File: src/rtl/lpd_pkg.sv
// ----------------------------------------------------------------------------
// lpd_pkg
// Shared types and constants for the length-prefix deframer.
// ----------------------------------------------------------------------------
package lpd_pkg;

    localparam int CMD_W             = 2;
    localparam int BYTE_W            = 8;
    localparam int STATUS_W          = 4;
    localparam int MAX_LENGTH_W      = 17;
    localparam int MAX_LENGTH_RESET  = 65536;
    localparam int MAX_FRAME_DEFAULT = 65536;
    localparam int HEADER_BYTES      = 4;
    localparam int HEADER_COUNT_W    = 3;

    typedef enum logic [CMD_W-1:0] {
        CMD_DATA   = 2'd0,
        CMD_TAKE   = 2'd1,
        CMD_FINISH = 2'd2
    } cmd_t;

    typedef enum logic [STATUS_W-1:0] {
        ST_PAYLOAD  = 4'd0,
        ST_HEADER   = 4'd1,
        ST_REFUSED  = 4'd2,
        ST_BADLEN   = 4'd3,
        ST_BADSTATE = 4'd4,
        ST_PENDING  = 4'd5,
        ST_TAKEOK   = 4'd6,
        ST_FINISHOK = 4'd7,
        ST_TRUNC    = 4'd8
    } status_t;

endpackage

File: src/rtl/lpd_in_if.sv
// ----------------------------------------------------------------------------
// lpd_in_if
// Input channel of the deframer: command and stream byte.
// ----------------------------------------------------------------------------
interface lpd_in_if;
    import lpd_pkg::*;

    logic              valid;
    logic              ready;
    logic [CMD_W-1:0]  command;
    logic [BYTE_W-1:0] data_byte;

    modport source (output valid, output command, output data_byte, input ready);
    modport sink   (input valid, input command, input data_byte, output ready);

endinterface

File: src/rtl/lpd_out_if.sv
// ----------------------------------------------------------------------------
// lpd_out_if
// Result channel of the deframer: status, payload byte and last marker.
// ----------------------------------------------------------------------------
interface lpd_out_if;
    import lpd_pkg::*;

    logic              valid;
    logic              ready;
    status_t           status;
    logic [BYTE_W-1:0] out_byte;
    logic              last;

    modport source (output valid, output status, output out_byte, output last,
                    input ready);
    modport sink   (input valid, input status, input out_byte, input last,
                    output ready);

endinterface

File: src/rtl/length_prefix_deframer_core.sv
// ----------------------------------------------------------------------------
// length_prefix_deframer_core
// Deframes 4-byte little-endian length-prefixed frames from a byte stream.
// ----------------------------------------------------------------------------
// Takes one beat per clock and gives exactly one result beat for each. A beat
// is caught in an input register, decoded there against the frame state and
// written into the result register as soon as that register is free; the frame
// state is a handful of small counters and one header length compare, decoded
// combinationally. When the result side stalls, the input register holds its
// beat and stream.ready drops in the same cycle, so nothing is lost or
// repeated. Payload bytes are passed through unbuffered with last on the final
// byte of the frame. The length limit in force is the smaller of max_length
// and MAX_FRAME; it is folded into a limit register when cfg_wdata is written.
module length_prefix_deframer_core #(
    parameter int MAX_FRAME = lpd_pkg::MAX_FRAME_DEFAULT
) (
    input  logic                            clk,
    input  logic                            rst_n,
    input  logic                            cfg_we,
    input  logic [lpd_pkg::MAX_LENGTH_W-1:0] cfg_wdata,
    lpd_in_if.sink                          stream,
    lpd_out_if.source                       result
);
    import lpd_pkg::*;

    // the limit can never exceed what the 17-bit register holds
    localparam int REG_MAX   = (1 << MAX_LENGTH_W) - 1;
    localparam int LIMIT_CAP = (MAX_FRAME < REG_MAX) ? MAX_FRAME : REG_MAX;
    localparam int LEN_W     = $clog2(LIMIT_CAP + 1);
    localparam int LIM_RESET = (MAX_FRAME < MAX_LENGTH_RESET) ? MAX_FRAME
                                                               : MAX_LENGTH_RESET;
    localparam int HDR_W     = 8 * HEADER_BYTES;
    localparam int LOW_W     = 8 * (HEADER_BYTES - 1);
    localparam int CMP_W     = 25;
    localparam logic [CMP_W-1:0] MAX_FRAME_V = CMP_W'(MAX_FRAME);

    // length limit, folded from the register write
    logic [LEN_W-1:0] limit_reg;

    // input stage
    logic              s1_valid_reg;
    logic [CMD_W-1:0]  s1_cmd_reg;
    logic [BYTE_W-1:0] s1_byte_reg;

    // frame state
    logic [HEADER_COUNT_W-1:0] header_count_reg, header_count_next;
    logic [LOW_W-1:0]          header_low_reg, header_low_next;
    logic [LEN_W-1:0]          frame_length_reg, frame_length_next;
    logic [LEN_W-1:0]          payload_count_reg, payload_count_next;
    logic                      failed_reg, failed_next;
    logic                      ended_reg, ended_next;

    // result stage
    logic              res_valid_reg;
    status_t           res_status_reg, status_next;
    logic [BYTE_W-1:0] res_byte_reg, byte_next;
    logic              res_last_reg, last_next;

    logic              out_free;
    logic              s1_advance;
    logic              frame_done;
    logic [HDR_W-1:0]  hdr_len;
    logic              len_bad;
    logic [LEN_W-1:0]  payload_inc;

    // handshake: result register frees up or drains this cycle
    assign out_free     = !res_valid_reg || result.ready;
    assign s1_advance   = s1_valid_reg && out_free;
    assign stream.ready = !s1_valid_reg || out_free;

    assign result.valid    = res_valid_reg;
    assign result.status   = res_status_reg;
    assign result.out_byte = res_byte_reg;
    assign result.last     = res_last_reg;

    // frame fully received and waiting for a take
    assign frame_done = (header_count_reg == HEADER_COUNT_W'(HEADER_BYTES))
                        && (frame_length_reg != '0)
                        && (payload_count_reg == frame_length_reg);

    // full header length once the fourth byte arrives
    assign hdr_len = {s1_byte_reg, header_low_reg};
    assign len_bad = (hdr_len == '0)
                     || (|hdr_len[HDR_W-1:LEN_W])
                     || (hdr_len[LEN_W-1:0] > limit_reg);

    assign payload_inc = payload_count_reg + LEN_W'(1);

    // beat decode
    always_comb
    begin
        header_count_next  = header_count_reg;
        header_low_next    = header_low_reg;
        frame_length_next  = frame_length_reg;
        payload_count_next = payload_count_reg;
        failed_next        = failed_reg;
        ended_next         = ended_reg;
        status_next        = ST_BADSTATE;
        byte_next          = '0;
        last_next          = 1'b0;

        unique case (s1_cmd_reg)
            CMD_DATA:
            begin
                priority if (failed_reg || ended_reg)
                begin
                    status_next = ST_BADSTATE;
                end
                else if (frame_done)
                begin
                    status_next = ST_REFUSED;
                end
                else if (header_count_reg < HEADER_COUNT_W'(HEADER_BYTES - 1))
                begin
                    // low header bytes land in order
                    header_low_next[8 * header_count_reg[1:0] +: 8] = s1_byte_reg;
                    header_count_next = header_count_reg + HEADER_COUNT_W'(1);
                    status_next       = ST_HEADER;
                end
                else if (header_count_reg == HEADER_COUNT_W'(HEADER_BYTES - 1))
                begin
                    header_count_next = HEADER_COUNT_W'(HEADER_BYTES);
                    if (len_bad)
                    begin
                        failed_next = 1'b1;
                        status_next = ST_BADLEN;
                    end
                    else
                    begin
                        frame_length_next = hdr_len[LEN_W-1:0];
                        status_next       = ST_HEADER;
                    end
                end
                else
                begin
                    payload_count_next = payload_inc;
                    status_next        = ST_PAYLOAD;
                    byte_next          = s1_byte_reg;
                    last_next          = (payload_inc == frame_length_reg);
                end
            end
            CMD_TAKE:
            begin
                priority if (failed_reg)
                begin
                    status_next = ST_BADSTATE;
                end
                else if (!frame_done)
                begin
                    status_next = ST_PENDING;
                end
                else
                begin
                    // re-arm for the next frame
                    header_count_next  = '0;
                    header_low_next    = '0;
                    frame_length_next  = '0;
                    payload_count_next = '0;
                    status_next        = ST_TAKEOK;
                end
            end
            CMD_FINISH:
            begin
                priority if (failed_reg)
                begin
                    status_next = ST_BADSTATE;
                end
                else if ((header_count_reg != '0) && !frame_done)
                begin
                    // stream ended inside a frame
                    failed_next = 1'b1;
                    status_next = ST_TRUNC;
                end
                else
                begin
                    ended_next  = 1'b1;
                    status_next = ST_FINISHOK;
                end
            end
            default:
            begin
                status_next = ST_BADSTATE;
            end
        endcase
    end

    // limit register, min of written value and MAX_FRAME
    always_ff @(posedge clk or negedge rst_n)
    begin
        if (!rst_n)
        begin
            limit_reg <= LEN_W'(LIM_RESET);
        end
        else if (cfg_we)
        begin
            if (CMP_W'(cfg_wdata) > MAX_FRAME_V)
            begin
                limit_reg <= LEN_W'(MAX_FRAME);
            end
            else
            begin
                limit_reg <= LEN_W'(cfg_wdata);
            end
        end
    end

    // input register
    always_ff @(posedge clk or negedge rst_n)
    begin
        if (!rst_n)
        begin
            s1_valid_reg <= 1'b0;
        end
        else if (stream.ready)
        begin
            s1_valid_reg <= stream.valid;
        end
    end

    always_ff @(posedge clk)
    begin
        if (stream.valid && stream.ready)
        begin
            s1_cmd_reg  <= stream.command;
            s1_byte_reg <= stream.data_byte;
        end
    end

    // frame state, updated as each beat moves into the result register
    always_ff @(posedge clk or negedge rst_n)
    begin
        if (!rst_n)
        begin
            header_count_reg  <= '0;
            header_low_reg    <= '0;
            frame_length_reg  <= '0;
            payload_count_reg <= '0;
            failed_reg        <= 1'b0;
            ended_reg         <= 1'b0;
        end
        else if (s1_advance)
        begin
            header_count_reg  <= header_count_next;
            header_low_reg    <= header_low_next;
            frame_length_reg  <= frame_length_next;
            payload_count_reg <= payload_count_next;
            failed_reg        <= failed_next;
            ended_reg         <= ended_next;
        end
    end

    // result register
    always_ff @(posedge clk or negedge rst_n)
    begin
        if (!rst_n)
        begin
            res_valid_reg <= 1'b0;
        end
        else if (out_free)
        begin
            res_valid_reg <= s1_valid_reg;
        end
    end

    always_ff @(posedge clk)
    begin
        if (s1_advance)
        begin
            res_status_reg <= status_next;
            res_byte_reg   <= byte_next;
            res_last_reg   <= last_next;
        end
    end

    // checks
    a_header_count_range: assert property (@(posedge clk) disable iff (!rst_n)
        header_count_reg <= HEADER_COUNT_W'(HEADER_BYTES))
        else $error("header count beyond header size");

    a_payload_in_frame: assert property (@(posedge clk) disable iff (!rst_n)
        payload_count_reg <= frame_length_reg)
        else $error("payload count passed frame length");

    a_length_needs_header: assert property (@(posedge clk) disable iff (!rst_n)
        (frame_length_reg != '0) |-> (header_count_reg == HEADER_COUNT_W'(HEADER_BYTES)))
        else $error("frame length set without full header");

    a_badlen_sticks: assert property (@(posedge clk) disable iff (!rst_n)
        (s1_advance && (status_next == ST_BADLEN || status_next == ST_TRUNC))
        |=> failed_reg)
        else $error("failure not recorded");

endmodule

File: src/flat_wrapper.sv
// flat-port wrapper written by rule: the top's interface ports become plain ports
module length_prefix_deframer_core_flat import lpd_pkg::*;
#(
    parameter int MAX_FRAME = lpd_pkg::MAX_FRAME_DEFAULT
)
  (clk, rst_n, cfg_we, cfg_wdata, stream_valid, stream_command, stream_data_byte, stream_ready, result_valid, result_status, result_out_byte, result_last, result_ready);
  lpd_in_if stream_i ();
  lpd_out_if result_i ();
  input  logic clk;
  input  logic rst_n;
  input  logic cfg_we;
  input  logic [lpd_pkg::MAX_LENGTH_W-1:0] cfg_wdata;
  input wire logic [$bits(stream_i.valid)-1:0] stream_valid;
  input wire logic [$bits(stream_i.command)-1:0] stream_command;
  input wire logic [$bits(stream_i.data_byte)-1:0] stream_data_byte;
  output wire logic [$bits(stream_i.ready)-1:0] stream_ready;
  output wire logic [$bits(result_i.valid)-1:0] result_valid;
  output wire logic [$bits(result_i.status)-1:0] result_status;
  output wire logic [$bits(result_i.out_byte)-1:0] result_out_byte;
  output wire logic [$bits(result_i.last)-1:0] result_last;
  input wire logic [$bits(result_i.ready)-1:0] result_ready;
  assign stream_i.valid = stream_valid;
  assign stream_i.command = stream_command;
  assign stream_i.data_byte = stream_data_byte;
  assign stream_ready = stream_i.ready;
  assign result_valid = result_i.valid;
  assign result_status = result_i.status;
  assign result_out_byte = result_i.out_byte;
  assign result_last = result_i.last;
  assign result_i.ready = result_ready;
  length_prefix_deframer_core #(.MAX_FRAME(MAX_FRAME)) u_core (.clk(clk), .rst_n(rst_n), .cfg_we(cfg_we), .cfg_wdata(cfg_wdata), .stream(stream_i), .result(result_i));
endmodule
File: config.mk
export PLATFORM = sky130hd
export DESIGN_NAME = length_prefix_deframer_core_flat
export DESIGN_NICKNAME = d
export VERILOG_FILES = /design/src/rtl/lpd_pkg.sv /design/src/rtl/lpd_in_if.sv /design/src/rtl/lpd_out_if.sv /design/src/rtl/length_prefix_deframer_core.sv /design/src/flat_wrapper.sv
export SDC_FILE = /design/constraint.sdc
export NUM_CORES = 1
export LEC_CHECK = 0
export BUFFER_PORTS_ARGS = -buffer_cell sky130_fd_sc_hd__buf_2
export CORE_MARGIN = 10
export CORE_UTILIZATION = 25
export CTS_CLUSTER_SIZE = 16
export DETAILED_ROUTE_END_ITERATION = 8
export PLACE_DENSITY_LB_ADDON = 0.05
export SETUP_SLACK_MARGIN = 0.05
export SYNTH_ARGS = -nofsm -noshare
export SYNTH_HDL_FRONTEND = slang
export SYNTH_SLANG_ARGS = --single-unit
File: constraint.sdc
create_clock -name clk -period 2.6 [get_ports clk]
set_input_delay 0.65 -clock clk [delete_from_list [all_inputs] [get_ports clk]]
set_output_delay 0.65 -clock clk [all_outputs]
set_load 0.1 [all_outputs]
==> Word level (Yosys, flattened, before mapping) <==
Cells that the tools add are included.
{ "classes": {"eq_ne": 17, "magnitude_cmp": 3, "addsub": 3, "n_reduce_logical": 27, "shifts": 2, "bitwise_logic": 3, "n_mux": 46} }
{ "op_table": {"columns": ["cell", "count"], "rows": [
  ["$mux 17", 12],
  ["$mux 24", 5],
  ["$pmux 17 s2", 2],
  ["$pmux 24 s2", 1],
  ["$eq 17x17->1", 2],
  ["$neg 5->34", 1],
  ["$shift 8x34->24 const A", 1],
  ["$shiftx 8x34->24", 1],
  ["$logic_not 32->1", 1],
  ["$bwmux 24", 1],
  ["$mux 4", 6],
  ["$reduce_and 7->1", 3],
  ["$mux 3", 6],
  ["$add 17x1->17 const B", 1],
  ["$gt 17x17->1", 1],
  ["$gt 17x17->1 const B", 1],
  ["$reduce_bool 17->1", 1],
  ["$reduce_or 15->1", 1],
  ["$ne 2x2->1 const B", 6],
  ["$pmux 4 s3", 1],
  ["$reduce_and 9->1", 1],
  ["$ne 2x1->1 const B", 4],
  ["$reduce_and 8->1", 1],
  ["$mux 1", 7],
  ["19 further kinds", 34]
]} }
{ "totals": {"in_bits": 32, "word_cells": 115, "out_inout_bits": 15, "reg_bits": 105} }

==> Longest topological paths before layout <==
{ "depth": {"ltp_word": 9, "ltp_mapped": 10, "ltp_nobuf": 8} }

==> Worst setup path before layout <==
No wires, ideal clock.
{ "synth_path": {"path_kind": "flip-flop to flip-flop", "start": "reg u_core.res_valid_reg (netlist: u_core.result.valid)", "end": "reg u_core.s1_byte_reg[0], enable pin", "path_slack_ns": -0.234, "t_arrival_ns": 2.543, "n_path_buf": 0, "required_ns": 2.308, "setup_time_ns": 0.292, "path_stages_with_launch": 3, "synth_period_minus_slack_ns": 2.834, "path_cell_list": "dfrtp_1 nand3b_1 and2_1"} }
{ "synth_between": {"elab_chain_cells": 4} }
{ "synth_lines": {"columns": ["element", "line_no", "source"], "rows": [
  ["from (decl)", "length_prefix_deframer_core.sv:54", "logic res_valid_reg;"],
  ["from (signal assigned)", "length_prefix_deframer_core.sv:261", "res_valid_reg <= s1_valid_reg;"],
  ["$logic_not 1->1", "length_prefix_deframer_core.sv:67", "assign out_free = !res_valid_reg || result.ready;"],
  ["$logic_or 1x1->1", "length_prefix_deframer_core.sv:67", null],
  ["$logic_or 1x1->1", "length_prefix_deframer_core.sv:69", "assign stream.ready = !s1_valid_reg || out_free;"],
  ["via stream_ready", "flat_wrapper.sv:16", "output wire logic [$bits(stream_i.ready)-1:0] stream_ready;"],
  ["$logic_and 1x1->1", "length_prefix_deframer_core.sv:222", "if (stream.valid && stream.ready)"],
  ["to (signal assigned)", "length_prefix_deframer_core.sv:225", "s1_byte_reg <= stream.data_byte;"],
  ["to (decl)", "length_prefix_deframer_core.sv:43", "logic [BYTE_W-1:0] s1_byte_reg;"]
]} }
The timed path passes the listed nets, and every way through them passes these cells.
A chain may end at the register's enable or synchronous reset.

==> Worst setup path after layout <==
{ "layout_path": {"start": "reg u_core.header_low_reg[14]", "end": "reg u_core.frame_length_reg[13]"} }
{ "layout_between": {"elab_chain_cells": 5, "elab_cells_between_ends": 6, "classes_between": "1 x order compare; 1 x eq/ne; 4 x reduce/logical"} }
{ "layout_lines": {"columns": ["element", "line_no", "source"], "rows": [
  ["from (decl)", "length_prefix_deframer_core.sv:47", "logic [LOW_W-1:0] header_low_reg, header_low_next;"],
  ["from (signal assigned)", "length_prefix_deframer_core.sv:244", "header_low_reg <= header_low_next;"],
  ["parallel branches: the longest is 2 deep, another holds $gt 17x17->1", null, null],
  ["$logic_or 1x1->1 *", "length_prefix_deframer_core.sv:85", "|| (hdr_len[LEN_W-1:0] > limit_reg);"],
  ["$ne 2x2->1 (no source line) *", null, null],
  ["$reduce_and 9->1 (no source line) *", null, null],
  ["to (signal assigned)", "length_prefix_deframer_core.sv:245", "frame_length_reg <= frame_length_next;"],
  ["to (decl)", "length_prefix_deframer_core.sv:48", "logic [LEN_W-1:0] frame_length_reg, frame_length_next;"]
]} }
Every way passes the cells marked *.

==> results.txt <==
Cell variety after synth - 54
Final Critical Period - 2.51 ns
Synth Instances - 587
fmax - 399 MHz
simple-gate area share of the yosys netlist - 19.4%
r2r worst-path depth - 8
outcome - complete, no violations
GP Congestion - 0.822
first-pass GRT wire length - 28,100 um
Syn Area/Cell - 9.80 sq um
FF+latch count, synth - 105
register area share after synthesis - 47.7%
pwr/cell area - 731 nW/um^2
worst hold path class - in2async
Slew @ Worst Pin - 0.546 ns
count of pins over their slew limit - 0
Post-synth EDFFs - 23
length of the first detailed-routing pass in iterations - 4
combinational fraction of design power - 31.4%
Core ar. - 22,600 sq um
CP Cell Sequence - ha_1 -> nand4_1 -> nor3_2 -> a2111oi_2 -> a31oi_2 -> nor4b_4 -> bufbuf_16 -> mux2i_1
Final setup violation count - 0
n_diodes - 0
die area - 29,500 sq um
Worst Setup End Kind - register
P&R area growth vs syn - 25.1%
XOR/XNOR share of the synthesized area - 4.42%
Max-Cap Viols - 0
WS Path Type - reg2reg
CTS tree - built
initial antenna violation count - 0
max reg flops - 24
Synth Area in Compound Gates - 12.7%
vias in the first global route - 4,815
Overflow after GRT - 0
Non-Filler Instances - 978
# DRC - 0
cts hold-fix bufs - 0
H-Tree Depth - 3
syn_nets - 642
most frequent cells in the layout - nand2_1, dfrtp_1, buf_4
layout cells sized above 1 - 22.5%
Post-synth top flop - dfrtp_1
mux contribution to synthesized area - 6.09%
R2R Path Start - u_core.header_low_reg[14]$_DFFE_PN0P_
Yosys warning count - 0
fill count - 2,348
R2R setup slack - 0.09 ns
Worst setup SP type - register
relative slew slack - 63.4%
synthesized area - 5750 sq um
Clock Power Share - 26.5%
Via density - 4.70
final hold slack - 0.262 ns
I/O pin count - 47
Rows - 55
clock latency on the worst-skew pair - 0.37 ns
Final nets - 743
Initial Util - 25.4%
Reg clk slew, reported paths - 0.09 ns
DP HPWL - 13,300 um
ANT nets after route - 0
GRT Util Overall - 12.5%
crit-path max FO - 5
Seq pwr share - 42.1%
initial DRC count - 192
Post-Synth Adder-Cell Area - 5.00%
Int Power - 3.33 mW
CTS sink cnt - 105
Slowest-stage cell, CP - dfrtp_2
final hold vios - 0
Die H - 172 um
Sw Share - 36.7%
critical path data arrival time - 2.79 ns
final worst-path cycle share - 96.4%
R2R Path End - u_core.frame_length_reg[13]$_DFFE_PN0P_
Clock Tree Root - clkbuf_16
RSZ-0062 raised after global routing - true
Num CTS Buffers - 9
commonest non-fill, non-tap cell in the layout - nand2_1
largest net degree at the start of global routing - 50
die width - 172 um
final wirelength - 17,600 um
Longest Clk Path Bufs - 2
slowest cell delay on critical path - 0.43 ns
worst vdd ir - 0.000390 V
via count - 4,600
Worst Path Required - 2.88 ns
share of synthesized flip-flops with an asynchronous set or reset - 78.1%
leakage - 3.03 nW
Cells after DPL - 952
combinational family with the most area after synthesis - simple AND/OR/NAND/NOR gates
Psw - 1.93 mW
Clock Skew - 0.0140 ns
Port Buffers - 46
WL/cell - 18.0 um
worst max-delay path by stage:
stage,from,end,slack [ns]
6_report,u_core.header_low_reg[14]$_DFFE_PN0P_,u_core.frame_length_reg[13]$_DFFE_PN0P_,0.09
5_1_grt,u_core.limit_reg[16]$_DFFE_PN1P_,u_core.frame_length_reg[6]$_DFFE_PN0P_,-0.08
4_1_cts,u_core.limit_reg[16]$_DFFE_PN1P_,u_core.frame_length_reg[13]$_DFFE_PN0P_,0.08
3_5_place_dp,u_core.header_low_reg[8]$_DFFE_PN0P_,u_core.frame_length_reg[13]$_DFFE_PN0P_,-0.03
3_3_place_gp,u_core.s1_cmd_reg[0]$_DFFE_PP_,u_core.result.last$_SDFFCE_PP0P_,-0.05
2_1_floorplan,u_core.limit_reg[16]$_DFFE_PN1P_,u_core.frame_length_reg[10]$_DFFE_PN0P_,0.06
worst max-delay path, delay by kind of cell (launching register included):
kind | cells | cell delay [ns]
AND/OR/NAND/NOR | 3 | 0.62
adder cells (fa/ha/maj) | 1 | 0.31
flip-flops | 1 | 0.43
AO/OA/AOI/OAI | 2 | 0.57
multiplexers | 1 | 0.18
buffers and inverters | 1 | 0.32
cell families after synthesis:
family                     Yosys count
and+or+nand+nor                    223
AOI/OAI and AO/OA                  109
DFF                                105
buffers and inverters               63
muxes                               35
xor gates and xnor gates            29
adders and majority gates           23
through the flow:
step | utilization, % | total power, mW | TNS, ns | setup WS [ns] | instance area, sq um
2_1_floorplan | - | 3.15 | 0 | 0.0624 | 5750
3_3_place_gp | 29.7 | 3.79 | -0.0494 | -0.0494 | 6720
3_5_place_dp | 29.7 | 3.80 | -0.171 | -0.0328 | 6720
4_1_cts | 31.2 | 5.27 | 0 | 0.0792 | 7060
5_1_grt | 31.8 | 5.64 | -0.629 | -0.0769 | 7200
6_report | 31.8 | 5.26 | 0 | 0.0943 | 7200
layer usage:
metal | global-route usage [%] | up-vias | part of all wire (%)
met4 | 3.29 | 0 | 1.3
met2 | 20.8 | 49 | 50
met1 | 16.1 | 2240 | 47
met3 | 2.38 | 15 | 2.2
li1 | - | 2296 | -
met5 | 0 | - | 0
cells in the mapped netlist (all sizes together) (2+ instances only):
| cell | count | area share (%) |
|---|---|---|
| clkbuf | 14 | 0.94 |
| o2bb2ai | 2 | 0.30 |
| nand3 | 13 | 1.3 |
| nand3b | 5 | 0.65 |
| xnor2 | 22 | 3.3 |
| mux2i | 35 | 6.1 |
| o21a | 3 | 0.39 |
| nor4b | 2 | 0.30 |
| nor2 | 25 | 1.7 |
| nand2 | 96 | 6.3 |
| a41oi | 5 | 0.76 |
| a2111oi | 2 | 0.30 |
| a31oi | 12 | 1.3 |
| nor4 | 14 | 1.5 |
| or4 | 5 | 0.72 |
| and3 | 5 | 0.54 |
| o21ai | 29 | 2.5 |
| a21oi | 30 | 3.2 |
| and2 | 11 | 1.2 |
| xor2 | 7 | 1.1 |
| a22o | 10 | 1.5 |
| buf | 7 | 0.94 |
| nor3 | 14 | 1.2 |
| a211oi | 3 | 0.61 |
| o311ai | 2 | 0.30 |
| dfrtp | 81 | 35 |
| nand2b | 7 | 0.76 |
| edfxtp | 23 | 12 |
| a21o | 3 | 0.39 |
| and4 | 6 | 0.91 |
| or3 | 2 | 0.22 |
| nor2b | 4 | 0.43 |
| ha | 23 | 5.0 |
| inv | 42 | 2.7 |
| nand4 | 12 | 1.4 |
cell type report:
class | instances | area [sq um] | area share, %
Inverter | 42 | 158 | 2.19
Sequential cell | 105 | 2750 | 38.2
Timing Repair Buffer | 111 | 812 | 11.3
Tap cell | 285 | 357 | 4.96
Clock buffer | 9 | 225 | 3.13
Multi-Input combinational cell | 419 | 2830 | 39.3
Clock inverter | 7 | 66.3 | 0.922
what timing repair did:
action,4_1_cts,5_1_grt
buffers inserted,2,6
pin swaps,3,9
endpoints found under the setup margin,18,34
cloned,1,1
gates resized for setup,6,18
power by group through the flow:
stage	sequential [mW]	clock, mW	combinational (mW)
after detailed placement	2.27	0	1.53
final	2.22	1.39	1.65
after floorplan	2.29	0	0.858
after CTS	2.23	1.46	1.57
after global routing	2.25	1.52	1.86
after global placement	2.27	0	1.52
Note: power is estimated with default switching activity, not from simulation.
